### config.mk
export PLATFORM = sky130hd
export DESIGN_NAME = nnsg_regs
export DESIGN_NICKNAME = d
export VERILOG_FILES = /design/src/rtl/nnsg_pkg.sv /design/src/rtl/nnsg_regs.sv
export SDC_FILE = /design/constraint.sdc
export NUM_CORES = 1
export LEC_CHECK = 0
export BUFFER_PORTS_ARGS = -buffer_cell sky130_fd_sc_hd__buf_2
export CAP_MARGIN = 40
export CORE_UTILIZATION = 45
export DETAILED_ROUTE_END_ITERATION = 8
export PLACE_DENSITY = 0.9
export SLEW_MARGIN = 20
export SYNTH_ARGS = -nofsm -noshare
export SYNTH_HDL_FRONTEND = slang
export SYNTH_SLANG_ARGS = --single-unit
### constraint.sdc
create_clock -name clk -period 3.7 [get_ports clk]
set_input_delay 0.925 -clock clk [delete_from_list [all_inputs] [get_ports clk]]
set_output_delay 0.925 -clock clk [all_outputs]
set_load 0.005 [all_outputs]
### src/rtl/nnsg_pkg.sv
// ============================================================================
// nnsg_pkg: shared types and constants for the scale-to-glyph-level unit
// Command and result transfer types, the configuration bundle, register
// indexes and reset values.
// ============================================================================
`default_nettype none

package nnsg_pkg;

    // Configuration port geometry
    localparam int APB_ADDR_W = 5;
    localparam int APB_DATA_W = 32;
    localparam int REG_W      = 9;

    // Register indexes, taken from paddr[4:2]
    localparam logic [2:0] REG_SRC_WIDTH    = 3'd0;
    localparam logic [2:0] REG_SRC_HEIGHT   = 3'd1;
    localparam logic [2:0] REG_OUT_WIDTH    = 3'd2;
    localparam logic [2:0] REG_OUT_HEIGHT   = 3'd3;
    localparam logic [2:0] REG_GLYPH_LEVELS = 3'd4;

    // Reset values of the registers
    localparam logic [REG_W-1:0] RST_SRC_WIDTH    = 9'd64;
    localparam logic [REG_W-1:0] RST_SRC_HEIGHT   = 9'd64;
    localparam logic [REG_W-1:0] RST_OUT_WIDTH    = 9'd64;
    localparam logic [REG_W-1:0] RST_OUT_HEIGHT   = 9'd64;
    localparam logic [REG_W-1:0] RST_GLYPH_LEVELS = 9'd10;

    // Largest number of brightness levels
    localparam logic [REG_W-1:0] LEVEL_LIMIT = 9'd256;

    // Command codes
    localparam logic CMD_WRITE = 1'b0;
    localparam logic CMD_FETCH = 1'b1;

    typedef struct packed {
        logic       cmd;
        logic [7:0] col;
        logic [7:0] row;
        logic [7:0] pixel_in;
    } nnsg_item_t;

    typedef struct packed {
        logic [7:0] sample;
        logic [7:0] level_index;
        logic       range_error;
    } nnsg_result_t;

    typedef struct packed {
        logic [REG_W-1:0] src_width;
        logic [REG_W-1:0] src_height;
        logic [REG_W-1:0] out_width;
        logic [REG_W-1:0] out_height;
        logic [REG_W-1:0] glyph_levels;
    } nnsg_cfg_t;

endpackage

`default_nettype wire

### src/rtl/nnsg_regs.sv
// ============================================================================
// nnsg_regs: configuration register file
// APB-style slave holding the frame sizes and the number of glyph levels.
// ============================================================================
`default_nettype none

module nnsg_regs
    import nnsg_pkg::*;
(
    input  wire logic                  clk,
    input  wire logic                  rst_n,
    input  wire logic                  psel,
    input  wire logic                  penable,
    input  wire logic                  pwrite,
    input  wire logic [APB_ADDR_W-1:0] paddr,
    input  wire logic [APB_DATA_W-1:0] pwdata,
    output logic      [APB_DATA_W-1:0] prdata,
    output logic                       pready,
    output nnsg_cfg_t                  cfg
);

    nnsg_cfg_t  cfg_reg, cfg_next;
    logic [2:0] index;
    logic       wr_en;

    assign index  = paddr[APB_ADDR_W-1:2];
    assign wr_en  = psel && penable && pwrite;
    assign pready = 1'b1;

    // Register write decode; indexes past the list are ignored.
    always_comb
    begin
        cfg_next = cfg_reg;
        if (wr_en)
        begin
            unique case (index)
                REG_SRC_WIDTH:    cfg_next.src_width    = pwdata[REG_W-1:0];
                REG_SRC_HEIGHT:   cfg_next.src_height   = pwdata[REG_W-1:0];
                REG_OUT_WIDTH:    cfg_next.out_width    = pwdata[REG_W-1:0];
                REG_OUT_HEIGHT:   cfg_next.out_height   = pwdata[REG_W-1:0];
                REG_GLYPH_LEVELS: cfg_next.glyph_levels = pwdata[REG_W-1:0];
                default:          cfg_next = cfg_reg;
            endcase
        end
    end

    always_ff @(posedge clk or negedge rst_n)
    begin
        if (!rst_n)
        begin
            cfg_reg.src_width    <= RST_SRC_WIDTH;
            cfg_reg.src_height   <= RST_SRC_HEIGHT;
            cfg_reg.out_width    <= RST_OUT_WIDTH;
            cfg_reg.out_height   <= RST_OUT_HEIGHT;
            cfg_reg.glyph_levels <= RST_GLYPH_LEVELS;
        end
        else
        begin
            cfg_reg <= cfg_next;
        end
    end

    // Read-back mux.
    always_comb
    begin
        unique case (index)
            REG_SRC_WIDTH:    prdata = APB_DATA_W'(cfg_reg.src_width);
            REG_SRC_HEIGHT:   prdata = APB_DATA_W'(cfg_reg.src_height);
            REG_OUT_WIDTH:    prdata = APB_DATA_W'(cfg_reg.out_width);
            REG_OUT_HEIGHT:   prdata = APB_DATA_W'(cfg_reg.out_height);
            REG_GLYPH_LEVELS: prdata = APB_DATA_W'(cfg_reg.glyph_levels);
            default:          prdata = '0;
        endcase
    end

    assign cfg = cfg_reg;

endmodule

`default_nettype wire

==> reports/results.ini <==
[placed_design]
dpl.hpwl_um = 3610
buffer_ports.inserted = 70
place_congestion = 0.724
pre_cts_ws_ns = 0.541
placement.cell_area_um2 = 2650

[final_layout]
stdcell_area_um2 = 2770
area_of_the_multi_input_gates_um2 = 1030
ff_latch_area_um2 = 1130
layout.filler_cells = 408
antennaDiodeCount = 0
largest_register_ff_count = 45
drive_above_1_share = 0.583
area_growth_pct = 19.3
fin_util = 0.570
number_of_nets_at_the_end_of_the_flow = 288

[drt]
detailedRoute.firstPassIterationCount = 4
postRouteAntennaNets = 0
drc = 0
drt_wl_total_um = 5130
dr_total_vias = 1618
post_drt_wl_per_cell_um = 16.3
via_per_inst = 5.15
first_iter_violations = 39

[pwr]
p_switching_uw = 377
cellLeakagePower_nw = 1.43
worst_ir_drop_vdd_v = 0.000317
power.combinational.fraction = 0.239
cellPowerDensity_nw_per_um2 = 501
p_int_mw = 1.01
design_power_total_mw = 1.39
switching_share = 0.272
power_frac_clock = 0.279
share_seq_of_total_power = 0.482

[timing]
fin_skew_ns = 0
final_min_period_over_clock_period = 0.854
final_max_slew_viol_count = 0
slew_headroom = 0.572
max_freq_mhz = 316
timing_hold_violations_final = 0
finalSetupTns_ns = 0
setup_violations = 0
setup_repair_after_global_routing_missed_its_margin = false
timing.final.ws_setup_ns = 0.539
worst_pin_slew_ns = 0.639
post-route-min-period_ns = 3.16

[setup_path]
worstPathCellList = buf_2 -> nor2b_1 -> nor2b_1 -> buf_4 -> a221o_1 -> buf_2
worst_setup_path_startpoint = paddr[3]
critPathMaxStageDelay_ns = 0.36
critPathCaptureType = primary output
timing.setup.critical_path_class = in2out
critPathSlowestCell = sky130_fd_sc_hd__a221o_1
worst-endpoint-arrival_ns = 2.24
crit_path_max_fanout = 19
worstReg2RegStart = cfg[19]
start_kind = primary input
required_ns = 2.77

[floorplanning]
row_count = 25
die_y_um = 73.8
core_um2 = 4850
floorplan.io_pins = 120
die_area_um2 = 5440
start_util = 0.478
die_width_um = 73.8

[synth]
cells_taking_the_most_area_after_synthesis = sky130_fd_sc_hd__dfrtp_1 42%, sky130_fd_sc_hd__mux2_2 25%, sky130_fd_sc_hd__buf_4 8.4%
synth.yosys.seq_area_share = 0.489
yosys.area.top_type_share = 0.421
gate_count_of_the_mapped_netlist = 174
postSynthAreaPerCell_um2 = 13.3
count_of_distinct_cell_types_in_the_synthesized_netlist = 25
synth_seq_cells = 45
post-synth-top-area-cell = sky130_fd_sc_hd__dfrtp_1
mappedNetlistArea_um2 = 2320
yosys_warnings = 0

[grt]
grt_remaining_overflow = 0
first_global_vias = 1590
pin_count_of_the_biggest_net_entering_global_routing = 29
grt_pass1_wl_um = 7950
groute.usage.overall = 0.204
number_of_antenna_violations_at_the_first_check_in_global_routing = 0

[clock_tree]
clk_tree_root_cell = sky130_fd_sc_hd__clkbuf_8
clock_tree_from_tritoncts = built
cts_num_sinks = 45
clk_transition_reported_paths_ns = 0.08
cts_setup_buffers = 0
tritoncts.num_buffers = 5
ctsResizeCount = 0
htree_levels = 2
cts.path.max_buffers = 2
number_of_hold_buffers_added_after_cts = 0
worst_skew_pair.late_latency_ns = 0.30

[worst_hold_path]
hold_path.class = reg2reg
timing.hold.worst.start = cfg[18]

[status]
outcome = finished clean

[flow_run]
max-cap-violations = 0

==> routing by layer <==
metal  vias to the layer above  part of all wire  track usage
met2                        74              0.49        0.311
li1                        732                 -            -
met5                         -                 0            0
met3                        11             0.065       0.0590
met4                         0             0.020       0.0940
met1                       801              0.43        0.267
==> through the flow <==
stage / hold WS [ns] / instances
after floorplan: 0.506 / 196
after global placement: 0.508 / 305
after detailed placement: 0.515 / 306
after CTS: 0.534 / 314
after global routing: 0.550 / 314
final: 0.527 / 314
==> final cells by class <==
class                           instances  area share
Sequential cell                        45       0.410
Multi-Input combinational cell        119       0.373
Timing Repair Buffer                   75       0.145
Clock buffer                            7      0.0312
Tap cell                               67      0.0303
Clock inverter                          1      0.0109
==> cells in the mapped netlist <==
cell	count
sky130_fd_sc_hd__mux2_2	52
sky130_fd_sc_hd__dfrtp_1	39
sky130_fd_sc_hd__buf_4	26
sky130_fd_sc_hd__mux2i_1	9
sky130_fd_sc_hd__nor2_1	8
sky130_fd_sc_hd__a221o_1	7
sky130_fd_sc_hd__dfstp_2	6
sky130_fd_sc_hd__buf_2	3
sky130_fd_sc_hd__nor3b_1	3
sky130_fd_sc_hd__buf_6	2
sky130_fd_sc_hd__conb_1	2
sky130_fd_sc_hd__nand2_1	2
sky130_fd_sc_hd__nor2b_1	2
sky130_fd_sc_hd__nor3_4	2
sky130_fd_sc_hd__a21o_1	1
sky130_fd_sc_hd__a21oi_1	1
sky130_fd_sc_hd__a2bb2oi_1	1
sky130_fd_sc_hd__clkbuf_1	1
sky130_fd_sc_hd__mux2_1	1
sky130_fd_sc_hd__nand2b_1	1
sky130_fd_sc_hd__nand4_1	1
sky130_fd_sc_hd__nand4b_4	1
sky130_fd_sc_hd__nor2_2	1
sky130_fd_sc_hd__o22ai_1	1
sky130_fd_sc_hd__o32ai_1	1
==> cells in the final DEF, fill, tap and decap left out <==
| cell type | n |
|---|---|
| sky130_fd_sc_hd__nor3_4 | 2 |
| sky130_fd_sc_hd__buf_12 | 1 |
| sky130_fd_sc_hd__mux2_1 | 1 |
| sky130_fd_sc_hd__nand2b_1 | 1 |
| sky130_fd_sc_hd__nor2_2 | 1 |
| sky130_fd_sc_hd__nand4b_4 | 1 |
| sky130_fd_sc_hd__buf_4 | 4 |
| sky130_fd_sc_hd__nor3b_1 | 3 |
| sky130_fd_sc_hd__a2bb2oi_1 | 1 |
| sky130_fd_sc_hd__nor2b_1 | 2 |
| sky130_fd_sc_hd__a221o_1 | 7 |
| sky130_fd_sc_hd__mux2_2 | 52 |
| sky130_fd_sc_hd__o32ai_1 | 1 |
| sky130_fd_sc_hd__a21o_1 | 1 |
| sky130_fd_sc_hd__buf_2 | 70 |
| sky130_fd_sc_hd__bufinv_16 | 1 |
| sky130_fd_sc_hd__conb_1 | 24 |
| sky130_fd_sc_hd__mux2i_1 | 9 |
| sky130_fd_sc_hd__nand4_1 | 1 |
| sky130_fd_sc_hd__clkbuf_8 | 6 |
| sky130_fd_sc_hd__nand2_1 | 2 |
| sky130_fd_sc_hd__nor2_1 | 8 |
| sky130_fd_sc_hd__o22ai_1 | 1 |
| sky130_fd_sc_hd__a21oi_1 | 1 |
| sky130_fd_sc_hd__dfrtp_1 | 39 |
| sky130_fd_sc_hd__clkbuf_1 | 1 |
| sky130_fd_sc_hd__dfstp_2 | 6 |
==> power groups by stage <==
stage	registers (mW)	logic, mW	clock network [mW]
global placement	0.669	0.323	0
global route	0.681	0.365	0.409
floorplan	0.677	0.181	0
CTS	0.669	0.335	0.395
detailed placement	0.677	0.334	0
finish	0.668	0.331	0.387
==> critical path, delay by kind of cell <==
kind	cells	cell delay, ns
simple gates	2	0.36
compound gates	1	0.36
buf+inv	3	0.58
==> path summary, 6_finish.rpt <==
path,depth (start not counted),slack [ns],endpoint
worst max-delay path,6,0.54,prdata[8]
worst min-delay path,1,0.53,cfg[18]
worst max register to register,1,2.90,cfg[19]
worst min register to register,1,0.53,cfg[18]
max in group asynchronous,2,2.65,cfg[0]
min in group asynchronous,1,0.55,cfg[12]
==> cell families after synthesis <==
logic type | after synthesis | share of synthesized area
DFF | 45 | 0.489
AOI/OAI and AO/OA | 12 | 0.0459
buffers and inverters | 32 | 0.102
other | 2 | 0.00324
muxes | 62 | 0.296
and+or+nand+nor | 21 | 0.0637
Note: power is estimated with default switching activity, not from simulation.
