`src/rtl/nnsg_divider.sv`:
```
// ============================================================================
// nnsg_divider: bit-serial restoring divider
// Produces one quotient bit per cycle. The caller guarantees that the
// quotient fits in QUO_W bits, so only QUO_W steps are run.
// ============================================================================
`default_nettype none

module nnsg_divider #(
    parameter int DVD_W = 17,
    parameter int DVS_W = 9,
    parameter int QUO_W = 9
) (
    input  wire logic             clk,
    input  wire logic             rst_n,
    input  wire logic             start,
    input  wire logic [DVD_W-1:0] dividend,
    input  wire logic [DVS_W-1:0] divisor,
    output logic                  done,
    output logic      [QUO_W-1:0] quotient
);

    localparam int CNT_W = $clog2(QUO_W + 1);

    logic             active_reg, active_next;
    logic             done_reg, done_next;
    logic [CNT_W-1:0] cnt_reg, cnt_next;
    logic [DVS_W-1:0] rem_reg, rem_next;
    logic [DVS_W-1:0] dvs_reg, dvs_next;
    logic [QUO_W-1:0] shift_reg, shift_next;
    logic [DVS_W:0]   trial;
    logic [DVS_W:0]   diff;
    logic             fits;

    // One restoring step: bring down the next dividend bit and try the divisor.
    assign trial = {rem_reg, shift_reg[QUO_W-1]};
    assign diff  = trial - {1'b0, dvs_reg};
    assign fits  = (trial >= {1'b0, dvs_reg});

    always_comb
    begin
        active_next = active_reg;
        done_next   = 1'b0;
        cnt_next    = cnt_reg;
        rem_next    = rem_reg;
        dvs_next    = dvs_reg;
        shift_next  = shift_reg;
        if (start)
        begin
            // The high part of the dividend is already below the divisor.
            active_next = 1'b1;
            cnt_next    = CNT_W'(QUO_W);
            rem_next    = DVS_W'(dividend >> QUO_W);
            dvs_next    = divisor;
            shift_next  = dividend[QUO_W-1:0];
        end
        else if (active_reg)
        begin
            rem_next   = fits ? diff[DVS_W-1:0] : trial[DVS_W-1:0];
            shift_next = QUO_W'({shift_reg, fits});
            cnt_next   = cnt_reg - 1'b1;
            if (cnt_reg == CNT_W'(1))
            begin
                active_next = 1'b0;
                done_next   = 1'b1;
            end
        end
    end

    // Control state.
    always_ff @(posedge clk or negedge rst_n)
    begin
        if (!rst_n)
        begin
            active_reg <= 1'b0;
            done_reg   <= 1'b0;
            cnt_reg    <= '0;
        end
        else
        begin
            active_reg <= active_next;
            done_reg   <= done_next;
            cnt_reg    <= cnt_next;
        end
    end

    // Datapath registers; the shift register collects the quotient bits.
    always_ff @(posedge clk)
    begin
        rem_reg   <= rem_next;
        dvs_reg   <= dvs_next;
        shift_reg <= shift_next;
    end

    assign done     = done_reg;
    assign quotient = shift_reg;

endmodule

`default_nettype wire

```
`config.mk`:
```
export PLATFORM = sky130hd
export DESIGN_NAME = nnsg_divider
export DESIGN_NICKNAME = d
export VERILOG_FILES = /design/src/rtl/nnsg_divider.sv
export SDC_FILE = /design/constraint.sdc
export NUM_CORES = 1
export LEC_CHECK = 0
export BUFFER_PORTS_ARGS = -buffer_cell sky130_fd_sc_hd__buf_4
export CAP_MARGIN = 10
export CORE_AREA = 2 2 88 90
export CTS_BUF_LIST = sky130_fd_sc_hd__clkbuf_16
export CTS_CLUSTER_DIAMETER = 30
export CTS_CLUSTER_SIZE = 14
export DETAILED_ROUTE_END_ITERATION = 16
export DIE_AREA = 0 0 90 92
export GPL_ROUTABILITY_DRIVEN = 0
export PLACE_DENSITY = 0.48
export SYNTH_ARGS = -nofsm -noshare
export SYNTH_HDL_FRONTEND = slang
export SYNTH_SLANG_ARGS = --single-unit
```
`constraint.sdc`:
```
create_clock -name clk -period 2.4 [get_ports clk]
set_input_delay 0 -clock clk [delete_from_list [all_inputs] [get_ports clk]]
set_output_delay 0 -clock clk [all_outputs]
set_load 0.03 [all_outputs]
```
==> metrics.md, run 1 <==
| Metric | Value |
|---|---|
| Hold Path End | quotient[0] |
| CP endpoint kind | flip-flop |
| Slowest cell on crit path | edfxtp_1 |
| Global routing's busiest layer | met2 |
| Hold violation total from the final report | 0 |
| Crit path max fanout | 4 |
| Mapped Cells | 163 |
| Sink Count | 33 |
| Failing checks | negative setup slack |
| Period minus WS final | 2750 ps |
| Leakage | 1.23 nW |
| Reg2Reg Depth | 10 |
| Slowest stage delay, CP | 390 ps |
| FF-to-FF setup slack | -350 ps |
| Final wirelength | 4230 um |
| Hold_sp | dividend[0] |
| Synth top area cells | edfxtp_1, dfrtp_1, mux2_2, ha_1, inv_1 |
| Global Route met1 Usage | 12.7% |
| Run status | complete, but fails checks |
| Gr ovfl total | 0 |
| Yosys reg bits | 33 |
| Largest net degree at the start of global routing | 43 |
| Htree depth | 2 |
| R2r startpoint | quotient[8] |
| NetSw | 1.19 mW |
| Crit path depth | 10 |
| Max_cap viols | 0 |
| Worst setup path class | reg -> reg |
| Slew at the pin closest to its max-slew limit | 491 ps |
| Die area | 0.00828 sq mm |
| I/O Pins | 39 |
| GR Util met3 | 2.47% |
| Iteration-0 DRC Markers | 81 |
| Setup ws final | -349 ps |
| Setup Skew | 5.74 ps |
| Num rows | 32 |
| Crit path DAT | 2770 ps |
| Buffers and inverters on the worst path | 2 |
| Combinational cell fraction of total power | 54.3% |
| Synthesized Nets | 204 |
| Vias in the first global route | 1512 |
| Core ar. | 0.00745 sq mm |
| Drt via density | 4.20 |
| Hpwl dp | 2890 um |
| Initial Util | 25.1% |
| Clock power frac | 17.9% |
| Final ANT Viol Nets | 0 |
| Die Height | 92 um |
| Ys flop type | edfxtp_1 |
| EDFF count, synth | 26 |
| Setup total negative slack | -2160 ps |
| Crit-path leading delay family | compound AO/OA/AOI/OAI gates |
| WP data required | 2430 ps |
| Post-synth top area share | 41.8% |
| Slew headroom | 67.2% |
| DRC | 0 |
| Sw Share | 35.2% |
| Clock buffer depth | 2 |
| Setup crit start kind | flip-flop |
| Initial antenna violation count | 0 |
| Post-DR wirelength/cell | 12.2 um |
| Share of power burned in registers | 27.8% |
| CTS tree | done |
| First-pass GRT wire length | 6890 um |
| TritonCTS Buffers | 5 |
| Clk root buf | clkbuf_16 |
| Post-layout util | 37.8% |
| Buffers added on ports | 38 |
| Worst R2R End | rem_reg[1] |
| Final-stage net count | 285 |
| Yosys cell types | 42 |
| Internal power | 2.19 mW |
| Ys Warns | 0 |
| RSZ-0062 raised after global routing | true |
| Worst hold path class | in -> reg |
| Power Dens Cells | 1200 mW/mm^2 |
| Post-synthesis instance area | 0.00187 sq mm |
| # setup viols final | 9 |
| Max Fclk | 364 MHz |
| Final Cycle Share | 115% |
| Post-synthesis sequential area ratio | 50.9% |
| Cell taking the most area after synthesis | edfxtp_1 |
| VDD IR max | 494 uV |
| Mean Syn Cell Area | 11.5 sq um |
| Max Slew Vio Count | 0 |
| ANT cells | 0 |
| Area Growth Syn to Fin | 50.9% |
| Total power | 3.38 mW |
| Async S/R FF share, synth | 18.2% |
| Die W | 90 um |
| Clk Latency, worst-skew pair | 280 ps |
| Hold depth | 3 |
| Vias | 1459 |
| Met2 Track Usage GR | 18.1% |
| Share of layout cells above drive strength 1 | 42.4% |
| Critical path cell sequence | inv_2 -> ha_4 -> inv_2 -> fa_2 -> a211oi_4 -> o21ai_2 -> a211o_1 -> a21oi_4 -> mux2_4 -> mux2_4 |
| Global Route Usage Sum | 10.5% |
| Worst-path clk slew | 60 ps |
| Pre-antenna DRT Iters | 4 |
-- logic make-up after synthesis --
logic type	count (synthesis)	synth area share, %
AOI/OAI and AO/OA	33	12.1
adders and majority gates	12	8.44
muxes	16	9.45
and+or+nand+nor	42	11.4
xor gates and xnor gates	7	3.28
DFF	33	50.9
buffers and inverters	20	4.42
-- tightest hold or removal path, cell delays in order --
cell     delay, ps
buf_4           80
nand2_1         50
o21ai_2         50
-- cell usage after synthesis (all sizes together), types with 2 or more instances --
library cell / n
a211oi: 4
a21o: 3
a21oi: 9
buf: 2
clkbuf: 3
dfrtp: 6
edfxtp: 26
ha: 11
inv: 15
mux2: 13
mux2i: 3
nand2: 12
nand2b: 6
nand3: 2
nor2: 13
nor3: 2
o211ai: 2
o21ai: 8
xnor2: 5
xor2: 2
-- how the worst max path moves through the flow --
stage	slack (ps)	end	from
6_report	-350	rem_reg[1]	quotient[8]
5_1_grt	-470	rem_reg[0]	quotient[8]
4_1_cts	-340	rem_reg[1]	quotient[8]
3_5_place_dp	-400	rem_reg[1]	quotient[8]
3_3_place_gp	-340	rem_reg[6]	quotient[8]
2_1_floorplan	-440	rem_reg[1]	quotient[8]
-- through the flow --
stage	cell area [sq um]	hold WS, ps	setup slack [ps]	std cells
2_1_floorplan	1870	-296	-438	163
3_3_place_gp	2380	-189	-344	314
3_5_place_dp	2380	-190	-403	314
4_1_cts	2760	0.475	-339	344
5_1_grt	2820	10.5	-472	347
6_report	2820	6.35	-349	347
-- cell type report --
type                    count  area, sq um
fillers                   781         4630
flip-flops and latches     33          951
multi-input cells         110          900
repair buffers             79          644
well taps                 102          128
clock buffers               5          125
inverters                  15         56.3
clock inverters             3         12.5
-- cells in the final DEF, fill, tap and decap left out, drive strengths merged, types with 3 or more instances in the layout --
| cell | instances |
|---|---|
| a21oi | 9 |
| mux2 | 13 |
| dlygate4sd3 | 10 |
| dfrtp | 6 |
| nor2 | 13 |
| inv | 15 |
| mux2i | 3 |
| a21o | 3 |
| buf | 69 |
| edfxtp | 26 |
| clkinv | 3 |
| a211oi | 4 |
| nand2 | 12 |
| clkbuf | 5 |
| ha | 11 |
| nand2b | 6 |
| xnor2 | 5 |
| o21ai | 8 |
-- per-layer routing --
layer / vias up / wire, um
met3: 5 / 144
met5: - / 0
met1: 683 / 1920
met4: 0 / 61
met2: 24 / 2100
li1: 747 / -
-- power groups by stage --
stage               Clock, mW  Sequential [mW]  Combinational, mW
finish                  0.605            0.939               1.84
global route            0.642            0.963               2.03
CTS                     0.627            0.940               1.75
detailed placement          0            0.945               1.44
global placement            0            0.947               1.43
floorplan                   0             1.01              0.922
-- what timing repair did --
item | 4_1_cts | 5_1_grt
hold endpoints to repair | 15 | 0
resized for setup | 15 | 11
hold buffers | 10 | 0
setup endpoints to repair | 9 | 10
pin swaps | 7 | 7
setup buffers | 12 | 5
No activity file was read; power rests on OpenSTA's default activity.
==> run 2: changes to the inputs <==
==> config.mk (replaced) <==
export PLATFORM = sky130hd
export DESIGN_NAME = nnsg_divider
export DESIGN_NICKNAME = d
export VERILOG_FILES = /design/src/rtl/nnsg_divider.sv
export SDC_FILE = /design/constraint.sdc
export NUM_CORES = 1
export LEC_CHECK = 0
export ABC_AREA = 1
export BUFFER_PORTS_ARGS = -buffer_cell sky130_fd_sc_hd__buf_4
export CAP_MARGIN = 10
export CELL_PAD_IN_SITES_DETAIL_PLACEMENT = 1
export CELL_PAD_IN_SITES_GLOBAL_PLACEMENT = 1
export CORE_AREA = 2 2 78 80
export CTS_BUF_LIST = sky130_fd_sc_hd__clkbuf_16
export CTS_CLUSTER_DIAMETER = 30
export CTS_CLUSTER_SIZE = 14
export DETAILED_ROUTE_END_ITERATION = 16
export DIE_AREA = 0 0 80 82
export GPL_ROUTABILITY_DRIVEN = 0
export PLACE_DENSITY = 0.77
export SYNTH_ARGS = -nofsm -noshare
export SYNTH_HDL_FRONTEND = slang
export SYNTH_SLANG_ARGS = --single-unit
==> metrics.md, run 2 <==
| Metric | Value |
|---|---|
| Gr ovfl total | 0 (unchanged) |
| Most frequent cell after synthesis | nand2_1 |
| Die W | 80 um (-11%) |
| Buffers added on ports | 38 (unchanged) |
| Final-stage net count | 341 (+20%) |
| Die area | 0.00656 sq mm (-21%) |
| Sink Count | 33 (unchanged) |
| Crit path DAT | 2310 ps (-460 ps) |
| Yosys cell types | 27 (-36%) |
| Clk Latency, worst-skew pair | 280 ps (about the same) |
| Post-synth top area share | 38.4% (-3.5 points) |
| Ys Warns | 0 (unchanged) |
| Mapped Cells | 245 (+50%) |
| Drt via density | 4.58 (+9.0%) |
| Total power | 2.76 mW (-18%) |
| Leakage | 1.38 nW (+12%) |
| Setup Skew | 6.84 ps (+1.10 ps) |
| Most frequent cells in the layout | nand2_1, inv_1, buf_4 |
| Area occupied by registers | 951 sq um (unchanged) |
| Crit path max fanout | 11 (+7) |
| Setup crit start kind | flip-flop |
| Vias | 1723 (+18%) |
| Max Slew Vio Count | 0 (unchanged) |
| I/O Pins | 39 (unchanged) |
| Multi-input combinational cell area | 876 sq um (-2.6%) |
| Iteration-0 DRC Markers | 67 (-17%) |
| VDD IR max | 431 uV (-13%) |
| Slew at the pin closest to its max-slew limit | 726 ps (+235 ps) |
| Post-synthesis sequential area ratio | 46.7% (-4.2 points) |
| Clk root buf | clkbuf_16 |
| # setup viols final | 0 (-9) |
| Ys flop type | edfxtp_1 |
| Worst setup path class | reg -> reg |
| TritonCTS Buffers | 5 (unchanged) |
| CTS tree | done |
| DRC | 0 (unchanged) |
| Worst hold path class | in -> reg |
| Post CTS Setup Buffer Count | 0 (-12) |
| Initial Util | 35.4% (+10 points) |
| Clock buffer depth | 2 (unchanged) |
| Pre-antenna DRT Iters | 6 (+2) |
| Worst R2R End | rem_reg[1] |
| Final wirelength | 5080 um (+20%) |
| Max_cap viols | 0 (unchanged) |
| Post-DR wirelength/cell | 13.5 um (+11%) |
| Core ar. | 0.00575 sq mm (-23%) |
| Most common cell after layout, fill and taps aside | nand2_1 |
| Die Height | 82 um (-11%) |
| Num rows | 28 (-13%) |
| ANT cells | 0 (unchanged) |
| Vias in the first global route | 1901 (+26%) |
| Setup total negative slack | 0 ps (+2160 ps) |
| Filler cells | 706 (-9.6%) |
| Synthesized Nets | 286 (+40%) |
| Mean Syn Cell Area | 8.31 sq um (-27%) |
| RSZ-0062 raised after global routing | false |
| CP startpoint | quotient[8] |
| Initial antenna violation count | 0 (unchanged) |
| Placed Area | 0.00237 sq mm (-0.26%) |
| Htree depth | 2 (unchanged) |
| Post-route cell area | 0.00267 sq mm (-5.2%) |
| Synth top area cells | edfxtp_1, nand2_1, inv_1, dfrtp_1, ha_1 |
| Largest net degree at the start of global routing | 32 (-26%) |
| Max Fclk | 463 MHz (+27%) |
| Cell taking the most area after synthesis | edfxtp_1 |
| Run status | finished clean |
| FF-to-FF setup slack | 240 ps (+590 ps) |
| Worst-path clk slew | 60 ps (about the same) |
| Reg2Reg Depth | 11 (+1) |
| Yosys reg bits | 33 (unchanged) |
| Most frequent cells after synthesis | nand2_1, inv_1, edfxtp_1 |
| WP data required | 2550 ps (+120 ps) |
| Power Dens Cells | 1030 mW/mm^2 (-14%) |
| Hpwl dp | 3780 um (+31%) |
| R2r startpoint | quotient[8] |
| Slew headroom | 51.5% (-16 points) |
| CP endpoint kind | flip-flop |
| EDFF count, synth | 26 (unchanged) |
| Area Growth Syn to Fin | 31.2% |
| Final Cycle Share | 89.9% (-25 points) |
| Async S/R FF share, synth | 18.2% (unchanged) |
| Period minus WS final | 2160 ps (-592 ps) |
| Worst Setup EP | rem_reg[1] |
| Share of layout cells above drive strength 1 | 20.9% (-22 points) |
| Post-synthesis instance area | 0.00204 sq mm (+9.0%) |
| First-pass GRT wire length | 8920 um (+29%) |
| Hold violation total from the final report | 0 (unchanged) |
| Global Route Usage Sum | 17.7% (+7.2 points) |
| Final ANT Viol Nets | 0 (unchanged) |
-- run 2: cell types whose count changed in the layout (fill, tap and decap cells not counted), moves of 4 or more --
cell,change
buf_4,-23
buf_6,-7
dlygate4sd3_1,+6
inv_1,+31
mux2_2,-10
nand2_1,+76
nand2b_1,-6
nand3_1,+17
nand3_2,+8
nor2_1,-4
-- run 2: final cells by class --
type / instances / area share, %
Sequential cell: 33 / 35.6
Multi-Input combinational cell: 162 / 32.8
Timing Repair Buffer: 55 / 17.0
Inverter: 43 / 6.04
Clock buffer: 5 / 4.68
Tap cell: 75 / 3.51
Clock inverter: 3 / 0.422
-- run 2: cells by family after synthesis --
kind of cell	count (synthesis)	share of synthesized area, %
and+or+nand+nor	136	30.7
buffers and inverters	50	10.5
DFF	33	46.7
adders and majority gates	12	7.74
AOI/OAI and AO/OA	11	3.01
xor gates and xnor gates	3	1.29
-- run 2: how the worst min path moves through the flow --
stage                 start         end  slack [ps]  cells past startpoint
2_1_floorplan         rst_n  active_reg        -300                      0
3_3_place_gp          rst_n  active_reg        -190                      1
3_5_place_dp          rst_n        done        -190                      1
4_1_cts        dividend[11]  rem_reg[2]         0.8                      3
5_1_grt        dividend[13]  rem_reg[4]           9                      3
6_report       dividend[15]  rem_reg[6]           5                      3
-- run 2: report_power, final --
group          switching (mW)  internal, mW
logic                   0.804         0.485
registers              0.0902         0.782
clock network           0.227         0.373
total                    1.12          1.64
-- run 2: timing repair --
item                                    in CTS  in global routing
hold buffers                                16                  0
gates resized for setup                      0                  1
endpoints found under the setup margin       0                  5
hold endpoints to repair                    21                  0
-- run 2: through the flow --
step / worst slack [ps] / std cells / util (%) / hold slack [ps]
floorplan: 304 / 245 / - / -296
global placement: 291 / 352 / 41.2 / -188
detailed placement: 130 / 352 / 41.2 / -190
CTS: 123 / 376 / 46.4 / 0.794
global route: 56.7 / 376 / 46.5 / 8.77
finish: 242 / 376 / 46.5 / 4.80
-- run 2: worst max-delay path, stage by stage, from the launching register on --
cell	delay (ps)
edfxtp_1	380
inv_1	100
ha_1	150
inv_1	70
fa_1	440
nand4_2	130
nand2_1	120
nand2_4	180
nand2_2	180
nand2_1	120
nand3_1	80
nand2_1	90
-- run 2: metal layers --
metal  GRT usage (%)  part of all wire, %
met5               0                    0
met4            6.61                  1.4
met3            3.85                  3.2
met2            30.9                   51
met1            21.4                   44
==> run 3: changes to the inputs <==
--- a/config.mk
+++ b/config.mk
@@ -6,7 +6,7 @@
 export NUM_CORES = 1
 export LEC_CHECK = 0
 export ABC_AREA = 1
-export BUFFER_PORTS_ARGS = -buffer_cell sky130_fd_sc_hd__buf_4
+export BUFFER_PORTS_ARGS = -buffer_cell sky130_fd_sc_hd__buf_2
 export CAP_MARGIN = 10
 export CELL_PAD_IN_SITES_DETAIL_PLACEMENT = 1
 export CELL_PAD_IN_SITES_GLOBAL_PLACEMENT = 1
==> metrics.md, run 3 (same netlist as run 2, synthesis figures left out) <==
| Metric | Value |
|---|---|
| Power Dens Cells | 1060 mW/mm^2 (+2.6%) |
| Metal-1 WL | 2250 um (about the same) |
| Max Fclk | 455 MHz (-1.8%) |
| Vias | 1717 (-0.35%) |
| Final-stage net count | 340 (-0.29%) |
| Share of layout cells above drive strength 1 | 21.3% (+0.40 points) |
| Fin Hold WS | -0.0167 ps (-4.82 ps) |
| Pre-antenna DRT Iters | 4 (-2) |
| Critical path cell sequence | inv_1 -> ha_1 -> inv_1 -> fa_1 -> nand4_2 -> nand2_1 -> nand2_2 -> nand2_2 -> nand2_1 -> nand3_1 -> nand2_1 |
| Global Route Usage Sum | 17.1% (-0.59 points) |
| Hold depth | 3 (unchanged) |
| Worst setup path class | reg -> reg |
| DRC | 0 (unchanged) |
| First-pass GRT wire length | 8460 um (-5.2%) |
| TritonCTS Buffers | 5 (unchanged) |
| Htree depth | 2 (unchanged) |
| Slew headroom | 50.0% (-1.5 points) |
| Post CTS Setup Buffer Count | 0 (unchanged) |
| ANT cells | 0 (unchanged) |
| Reg2Reg Depth | 11 (unchanged) |
| FF-to-FF setup slack | 200 ps (-40 ps) |
| Slew at the pin closest to its max-slew limit | 749 ps (+22.7 ps) |
| Most frequent cells in the layout | nand2_1, inv_1, buf_2 |
| CTS tree | done |
| Leakage | 1.33 nW (-3.2%) |
| VDD IR max | 421 uV (-2.2%) |
| Iteration-0 DRC Markers | 67 (unchanged) |
| Post-CTS sizing | 0 (unchanged) |
| Hpwl dp | 3580 um (-5.2%) |
| Period minus WS final | 2200 ps (+38.8 ps) |
| Num rows | 28 (unchanged) |
| Max_cap viols | 0 (unchanged) |
| Largest net degree at the start of global routing | 32 (unchanged) |
| Max Slew Vio Count | 0 (unchanged) |
| Die Height | 82 um (unchanged) |
| Initial Util | 35.4% (unchanged) |
| Setup Skew | 5.18 ps (-1.66 ps) |
| Clk root buf | clkbuf_16 |
| RSZ-0062 raised after global routing | false |
| Core ar. | 0.00575 sq mm (unchanged) |
| Hold Path End | quotient[5] |
| Worst R2R End | rem_reg[7] |
| Crit-path leading delay family | simple AND/OR/NAND/NOR gates |
| Hold_sp | dividend[5] |
| Worst hold path class | in -> reg |
| Failing checks | negative hold slack |
| Sink Count | 33 (unchanged) |
| Slowest cell on crit path | fa_1 |
| Setup total negative slack | 0 ps (unchanged) |
| Dominant cell type by count on the critical path | nand2_1 |
| Routed length on met2 | 2440 um (-6.1%) |
| Worst-path clk slew | 50 ps (about the same) |
| Die W | 80 um (unchanged) |
| Crit path DAT | 2350 ps (+40 ps) |
| Hold violation total from the final report | 1 (+1) |
| WP data required | 2550 ps (about the same) |
| Drt via density | 4.58 (about the same) |
| Area Growth Syn to Fin | 25.7% |
| Setup crit start kind | flip-flop |
| Post-CTS Hold Buffers | 14 (-2) |
| Crit path max fanout | 11 (unchanged) |
| Final ANT Viol Nets | 0 (unchanged) |
| Initial antenna violation count | 0 (unchanged) |
| I/O Pins | 39 (unchanged) |
| Post-DR wirelength/cell | 13.2 um (-2.4%) |
| # setup viols final | 0 (unchanged) |
| Clock buffer depth | 2 (unchanged) |
| Slowest stage delay, CP | 430 ps (about the same) |
| Final wirelength | 4950 um (-2.7%) |
| Vias in the first global route | 1754 (-7.7%) |
| CP endpoint kind | flip-flop |
| Buffers added on ports | 38 (unchanged) |
| Most common cell after layout, fill and taps aside | nand2_1 |
| Gr ovfl total | 0 (unchanged) |
| Post-layout util | 44.5% (-2.0 points) |
| Run status | complete, but fails checks |
| DR WL met3 | 163 um (+0.62%) |
| Buffers and inverters on the worst path | 2 (unchanged) |
| Clk Latency, worst-skew pair | 280 ps (about the same) |
| Max layer used | met4 |
| Die area | 0.00656 sq mm (unchanged) |
| Final Cycle Share | 91.5% (+1.6 points) |
| R2r startpoint | quotient[8] |
==> run 3: power by group <==
part           total [mW]  leakage [nW]  internal, mW  switching, mW
registers           0.872         0.349         0.782         0.0904
logic                1.25         0.910         0.465          0.780
clock network       0.597        0.0738         0.372          0.224
total                2.71          1.33          1.62           1.10
==> run 3: how the worst max path moves through the flow <==
stage / from / end / slack [ps] / cells past startpoint
6_report: quotient[8] / rem_reg[7] / 200 / 11
5_1_grt: quotient[8] / rem_reg[1] / 20 / 11
4_1_cts: quotient[8] / rem_reg[7] / 190 / 11
3_5_place_dp: quotient[8] / rem_reg[7] / 210 / 11
3_3_place_gp: quotient[8] / rem_reg[7] / 290 / 11
2_1_floorplan: quotient[8] / rem_reg[6] / 300 / 11
==> run 3: metal layers <==
| layer | vias to the layer above | track usage, % |
|---|---|---|
| li1 | 878 | - |
| met1 | 802 | 21.4 |
| met2 | 28 | 28.7 |
| met3 | 9 | 3.74 |
| met4 | 0 | 7.12 |
| met5 | - | 0 |
==> run 3: final cells by class <==
class	count	area (sq um)
well taps	75	93.8
clock inverters	3	11.3
flip-flops and latches	33	951
multi-input cells	162	871
fillers	709	3190
repair buffers	54	345
clock buffers	5	125
inverters	43	161
==> run 3: per-stage QoR <==
| stage | setup WS [ps] | std cells | instance area (sq um) | hold slack [ps] | power, mW |
|---|---|---|---|---|---|
| detailed placement | 214 | 353 | 2280 | -169 | 2.10 |
| floorplan | 304 | 245 | 2040 | -296 | 1.82 |
| global placement | 289 | 353 | 2280 | -168 | 2.06 |
| CTS | 186 | 375 | 2560 | 0.150 | 2.73 |
| finish | 203 | 375 | 2560 | -0.0167 | 2.71 |
| global route | 18.5 | 375 | 2560 | 13.8 | 2.94 |
==> run 3: worst min-delay path, cell delays in order <==
cell	delay (ps)
buf_2	80
nand2_1	40
nand2_1	50
